`config.mk`:
```
export PLATFORM = sky130hd
export DESIGN_NAME = qmd_ctrl
export DESIGN_NICKNAME = d
export VERILOG_FILES = /design/src/design/assert_macros.svh /design/src/design/qmd_pkg.sv /design/src/design/qmd_ctrl.sv
export SDC_FILE = /design/constraint.sdc
export NUM_CORES = 1
export LEC_CHECK = 0
export BUFFER_PORTS_ARGS = -buffer_cell sky130_fd_sc_hd__buf_2
export CAP_MARGIN = 20
export CORE_AREA = 2 2 39 41
export CTS_CLUSTER_DIAMETER = 100
export DETAILED_ROUTE_END_ITERATION = 10
export DIE_AREA = 0 0 41 43
export SYNTH_ARGS = -nofsm -noshare
export SYNTH_HDL_FRONTEND = slang
export SYNTH_SLANG_ARGS = --single-unit
```
`constraint.sdc`:
```
create_clock -name aclk -period 1.3 [get_ports aclk]
set_clock_uncertainty 0.1 [all_clocks]
set_input_delay 0.325 -clock aclk [delete_from_list [all_inputs] [get_ports aclk]]
set_output_delay 0.325 -clock aclk [all_outputs]
set_load 0.02 [all_outputs]
```
`src/design/assert_macros.svh`:
```
// ----------------------------------------------------------------------------
// assertion macros
// concurrent assertion wrappers, compiled out when ASSERT_OFF is defined
// ----------------------------------------------------------------------------
`ifndef ASSERT_MACROS_SVH
`define ASSERT_MACROS_SVH
`ifndef ASSERT_OFF
`define QMD_ASSERT_CLK(name, clk, rstn, prop, msg) \
    name: assert property (@(posedge clk) disable iff (!rstn) prop) else $error(msg);
`define QMD_ASSERT(name, prop, msg) `QMD_ASSERT_CLK(name, aclk, aresetn, prop, msg)
`else
`define QMD_ASSERT_CLK(name, clk, rstn, prop, msg)
`define QMD_ASSERT(name, prop, msg)
`endif
`endif

```
`src/design/qmd_pkg.sv`:
```
// ----------------------------------------------------------------------------
// qmd_pkg
// shared types and constants of the qam mapper / demapper
// ----------------------------------------------------------------------------
package qmd_pkg;

    localparam int MAX_POINTS    = 256;
    localparam int ADDR_W        = $clog2(MAX_POINTS);
    localparam int COORD_W       = 5;
    localparam int ENTRY_W       = 2 * COORD_W;
    localparam int OP_W          = 2;
    localparam int LABEL_W       = 8;
    localparam int POS_W         = 8;
    localparam int IN_W          = 20;
    localparam int OUT_W         = 21;
    localparam int H_W           = 16;
    localparam int HS_W          = H_W + 1;
    localparam int MUL_W         = COORD_W + HS_W;
    localparam int DIFF_W        = OUT_W + 1;
    localparam int SQ_FULL_W     = 2 * DIFF_W;
    localparam int SQ_W          = SQ_FULL_W - 1;
    localparam int DIST_W        = SQ_W + 1;
    localparam int MODE_W        = 4;
    localparam int CFG_IDX_W     = 1;
    localparam int CFG_DATA_W    = H_W;
    localparam int DRAIN_CYCLES  = 4;
    localparam int DRAIN_W       = $clog2(DRAIN_CYCLES);
    localparam int SIDE_W        = 4;

    localparam logic [MODE_W-1:0]  MODE_BIG         = 4'd8;
    localparam logic [MODE_W-1:0]  MODE_RST         = 4'd4;
    localparam logic [H_W-1:0]     HALF_DIST_RST    = 16'd4096;
    localparam logic [LABEL_W-1:0] LABEL_MASK_BIG   = 8'hff;
    localparam logic [LABEL_W-1:0] LABEL_MASK_SMALL = 8'h0f;
    localparam logic [ADDR_W-1:0]  LAST_BIG         = 8'd255;
    localparam logic [ADDR_W-1:0]  LAST_SMALL       = 8'd15;
    localparam logic [COORD_W-1:0] TOP_BIG          = 5'd15;
    localparam logic [COORD_W-1:0] TOP_SMALL        = 5'd3;

    localparam logic [CFG_IDX_W-1:0] CFG_MODE      = 1'b0;
    localparam logic [CFG_IDX_W-1:0] CFG_HALF_DIST = 1'b1;

    typedef enum logic [OP_W-1:0] {
        OP_LOAD   = 2'd0,
        OP_ENCODE = 2'd1,
        OP_DECODE = 2'd2
    } op_t;

    typedef enum logic [2:0] {
        ST_IDLE,
        ST_DISPATCH,
        ST_ENC_MUL,
        ST_SCAN,
        ST_DRAIN,
        ST_FINISH
    } state_t;

    typedef struct packed {
        logic latch;
        logic load_wr;
        logic rd_en;
        logic rd_scan;
        logic scan_clr;
        logic scan_inc;
        logic out_load;
    } cmd_t;

    typedef struct packed {
        logic [OP_W-1:0] op;
        logic            scan_last;
    } sts_t;

endpackage

```
`src/design/qmd_ctrl.sv`:
```
// ----------------------------------------------------------------------------
// qmd_ctrl
// sequencer for load, encode and decode words and the output register valid
// ----------------------------------------------------------------------------
module qmd_ctrl (
    input  logic          aclk,
    input  logic          aresetn,
    input  logic          s_valid,
    output logic          s_ready,
    input  logic          m_ready,
    output logic          m_valid,
    input  qmd_pkg::sts_t sts,
    output qmd_pkg::cmd_t cmd
);
    import qmd_pkg::*;

    state_t             state_reg, state_next;
    logic [DRAIN_W-1:0] drain_reg, drain_next;
    logic               m_valid_reg, m_valid_next;
    logic               out_free;

    assign out_free = !m_valid_reg || m_ready;

    always_ff @(posedge aclk) begin
        if (!aresetn) begin
            state_reg   <= ST_IDLE;
            drain_reg   <= '0;
            m_valid_reg <= 1'b0;
        end else begin
            state_reg   <= state_next;
            drain_reg   <= drain_next;
            m_valid_reg <= m_valid_next;
        end
    end

    always_comb begin
        state_next = state_reg;
        drain_next = drain_reg;
        unique case (state_reg)
            ST_IDLE: begin
                if (s_valid) begin
                    state_next = ST_DISPATCH;
                end
            end
            ST_DISPATCH: begin
                drain_next = '0;
                case (sts.op)
                    OP_ENCODE: state_next = ST_ENC_MUL;
                    OP_DECODE: state_next = ST_SCAN;
                    default:   state_next = ST_IDLE;
                endcase
            end
            ST_ENC_MUL: begin
                state_next = ST_FINISH;
            end
            ST_SCAN: begin
                if (sts.scan_last) begin
                    state_next = ST_DRAIN;
                end
            end
            ST_DRAIN: begin
                drain_next = drain_reg + 1'b1;
                if (drain_reg == DRAIN_W'(DRAIN_CYCLES - 1)) begin
                    state_next = ST_FINISH;
                end
            end
            ST_FINISH: begin
                if (out_free) begin
                    state_next = ST_IDLE;
                end
            end
            default: begin
                state_next = ST_IDLE;
            end
        endcase
    end

    always_comb begin
        cmd     = '0;
        s_ready = 1'b0;
        unique case (state_reg)
            ST_IDLE: begin
                s_ready   = 1'b1;
                cmd.latch = s_valid;
            end
            ST_DISPATCH: begin
                cmd.load_wr  = (sts.op == OP_LOAD);
                cmd.rd_en    = (sts.op == OP_ENCODE);
                cmd.scan_clr = 1'b1;
            end
            ST_SCAN: begin
                cmd.rd_en    = 1'b1;
                cmd.rd_scan  = 1'b1;
                cmd.scan_inc = 1'b1;
            end
            ST_FINISH: begin
                cmd.out_load = out_free;
            end
            default: begin
                cmd = '0;
            end
        endcase
    end

    always_comb begin
        if (cmd.out_load) begin
            m_valid_next = 1'b1;
        end else if (m_ready) begin
            m_valid_next = 1'b0;
        end else begin
            m_valid_next = m_valid_reg;
        end
    end

    assign m_valid = m_valid_reg;

endmodule

```
* Word level (Yosys, flattened, before mapping) *
Index checks and enable logic that the tools add are counted.

word-level totals
  bits in registers = 6
  output and inout port bits = 9
  bits of input ports = 7
  word-level logic and storage cells = 39

cells by class
  equality and inequality tests = 12
  add/subtract/negate cells = 1
  mux-type cells = 16
  reduce and logical (&&, ||, !) cells = 7

operator list
  operator                                                                number
  3-bit case mux with 6 select lines                                      1
  3-bit 2-to-1 mux                                                        4
  1-bit 2-to-1 mux                                                        8
  2-bit != test (second input constant)                                   4
  2-bit case mux with 2 select lines                                      2
  3-bit by 2-bit equality test with 1-bit output (second input constant)  2
  3-bit equality test (second input constant)                             2
  2-bit equality test (second input constant)                             2
  4-bit AND reduction                                                     1
  2-bit nonzero test                                                      2
  3-bit by 1-bit equality test with 1-bit output (second input constant)  1
  3-bit logical NOT                                                       1
  2-bit by 1-bit adder with 2-bit output (second input constant)          1
  2-bit by 1-bit equality test with 1-bit output (second input constant)  1
  2-bit logical NOT                                                       1
  1-bit case mux with 2 select lines                                      1
  1-bit logical NOT                                                       1
  1-bit logical OR                                                        1

* Logic depth before layout (Yosys ltp) *
  depth in word-level cells = 4
  depth in mapped cells = 6
  depth with buffers taken out = 6

* Least setup slack after synthesis *
No wires, ideal clock.

  path type = flip-flop to output port
  start point = reg state_reg[2]
  end point = out cmd[6] (netlist bit)
  data arrival time = 1.326 ns
  path buffers = 1
  required time = 0.875 ns
  setup slack = -0.451 ns
  stages on the path, launching flop included = 4
  cells stage by stage = dfxtp_1 > buf_2 > nor3_1 > and2_1

RTL lines
  what                    RTL line        source
  from (decl)             qmd_ctrl.sv:17  state_t state_reg, state_next;
  from (signal assigned)  qmd_ctrl.sv:30  state_reg <= state_next;
  to (decl)               qmd_ctrl.sv:13  output qmd_pkg::cmd_t cmd

==> results.cfg <==
[floorplan]
io_pins = 16
die_area_um2 = 1760
start_util_pct = 32.4
core_um2 = 1380
die_w_um = 41
die_y_um = 43
num_rows = 14

[drt]
drt_iter0_drc = 5
wl_per_cell_um = 12.2
drt_pass1_iterations = 4
drt-vias-per-instance = 4.94
num_vias = 514
wirelength_um = 1270
route.detailed.drc = 0
drtAntennaViolNets = 0

[clocking]
cts.sinks = 6
path_clk_slew_ps = 50
cts_tree = yes
cts_inserted_buffers = 3
postCtsHoldBufs = 0
cts_max_path_buffers = 2
htreeDepth = 1
clockRootBuffer = clkbuf_4
insertion_delay_ps = 250

[cells_and_area]
fin_nets = 101
fin_area_um2 = 820
fin_util_pct = 59.2
drive_gt1_share_pct = 65.9
diodes = 0
syn2layout_area_growth_pct = 83.0
stdcell_count = 104
largest_reg_flops = 3

[grt]
grt_usage_pct = 16.2
antenna_found_initial = 0
overflow = 0
grt_pass1_wl_um = 1860
grt_pass1_vias = 481
grt_max_degree = 7

[pwr]
power_frac_comb_pct = 44.8
internal-power_uw = 469
power.share.clock_pct = 25.0
ir_worst_vdd_mv = 0.343
seqPwrFrac_pct = 30.1
leakage_nw = 0.367
switching_power_uw = 241
p_sw_share_pct = 33.9
p_per_area_nw_per_um2 = 866

[timing]
setup_viol = 9
layout_setup_ws_ps = -240
fin_tns_setup_ps = -1600
finalCriticalPeriod_ps = 1540
slew_headroom_pct = 84.3
clock.fmax_mhz = 649
worst_pin_slew_ps = 235
finalHoldViolations = 0
rsz0062_at_grt = true
slew_viol_final = 0
fin_crit_sh_pct = 118

[synth]
synth_most_common_cell = nor2_1
yosysTopAreaCell = dfxtp_1
synthTopCellsByArea = dfxtp_1 (27%), ha_1 (11%), nor2_1 (7.5%), a21oi_1 (5.6%), buf_6 (5.0%)
ys_types = 25
synth_cells = 57
synth_commonest_cells = nor2_1 (9), dfxtp_1 (6), a21oi_1 (5), ha_1 (4), inv_1 (4)
ys_seq_elements = 6
synth_ff_type = dfxtp_1
synth_seq_area_share_pct = 26.8
synth_edf_count = 0
synth-xor-area-share_pct = 0
synth_area_per_cell_um2 = 7.86
syn-num-nets = 68
yosysTopAreaCellShare_pct = 26.8
synth_top_family_by_area = compound AO/OA/AOI/OAI gates
synthArstFlopShare_pct = 0
synthAdderAreaFrac_pct = 11.2
synth_compound_area_share_pct = 23.2
synthMuxAreaShare_pct = 2.51
synth_simple_gate_area_share_pct = 22.1
syn-cell-area_um2 = 448
ys_warn_count = 0

[place]
hpwlAfterDp_um = 773
portBuffers = 15
pre_cts_slack_ps = -79.4
dpl.cell_count = 94
place_area_um2 = 614
gp_congestion = 0.700

[worst_setup_path]
crit_required_ps = 880
path_max_fanout = 5
crit_family = flip-flops
crit_buf_inv = 2
cp-start-kind = register
critPathSlowestCell = dfxtp_2
end_kind = primary output
path_class = reg -> out
arrival_ps = 1120
worstPathCellList = buf_6 > nor3_4 > and2_4 > buf_6
critical-path-max-stage-delay_ps = 320
crit_top_cell = buf_6

[outcome]
status = finished, violations left
violations = negative setup slack

[min_path]
hp-class = in -> reg

[run]
maxCapViolations = 0
-- cell families (layout without fill, tap and decap cells) --
| kind of cell | after synthesis | count (layout) |
|---|---|---|
| simple gates | 21 | 21 |
| fa+ha+maj | 4 | 4 |
| mux | 1 | 1 |
| buf+inv | 10 | 41 |
| flops | 6 | 6 |
| compound gates | 15 | 15 |
-- path summary, 6_finish.rpt --
check / slack [ps] / depth (start not counted) / from / end
setup / recovery: -240 / 4 / state_reg[2] / cmd[6]
hold / removal: 190 / 2 / sts[0] / state_reg[1]
setup reg to reg: 0 / 6 / state_reg[1] / drain_reg[1]
hold reg to reg: 460 / 2 / drain_reg[0] / drain_reg[0]
-- per-stage QoR --
| stage | power, mW | hold WS [ps] |
|---|---|---|
| after floorplan | 0.364 | 323 |
| after global placement | 0.435 | 421 |
| after detailed placement | 0.436 | 453 |
| after CTS | 0.674 | 178 |
| after global routing | 0.749 | 194 |
| final | 0.710 | 188 |
-- power by group through the flow --
stage / Clock [mW] / Combinational, mW / Sequential, mW
after floorplan: 0 / 0.158 / 0.207
after global placement: 0 / 0.222 / 0.213
after detailed placement: 0 / 0.222 / 0.213
after CTS: 0.184 / 0.277 / 0.212
after global routing: 0.192 / 0.341 / 0.215
final: 0.178 / 0.318 / 0.214
-- repair_timing --
action	CTS	global route
setup endpoints to repair	10	11
setup buffers	4	4
pin swaps	4	6
gates cloned	0	0
gates resized for setup	25	14
-- placed cells by master, fill, tap and decap left out --
master / instances
a22oi_1: 1
inv_1: 4
nor2_2: 1
nand2b_4: 1
nor3_1: 2
a211o_1: 1
o22ai_1: 1
nand2_1: 2
a21oi_1: 5
nand3_2: 1
a22oi_2: 1
inv_4: 1
mux2_2: 1
a31oi_1: 1
nor3_4: 1
and2_4: 2
o21ai_2: 1
ha_1: 3
a22o_1: 1
a2111oi_2: 1
nor2_1: 4
nor2_4: 4
buf_2: 8
buf_6: 13
dfxtp_2: 2
ha_4: 1
nor2b_2: 1
nand2b_1: 2
buf_4: 12
o21ai_1: 1
a21oi_2: 1
dfxtp_1: 2
clkbuf_4: 3
dfxtp_4: 2
-- final cells by class --
type,count,area [um2]
fillers,121,564
multi-input cells,41,349
repair buffers,33,277
flip-flops and latches,6,130
clock buffers,3,22.5
inverters,5,21.3
well taps,16,20.0
-- layer usage --
layer	share of wire [%]	track usage, %	wire [um]
met3	1.6	3.14	21
met4	1.3	10.0	17
met1	40	15.2	504
met2	57	29.1	730
met5	0	0	0
Note: power is estimated with default switching activity, not from simulation.
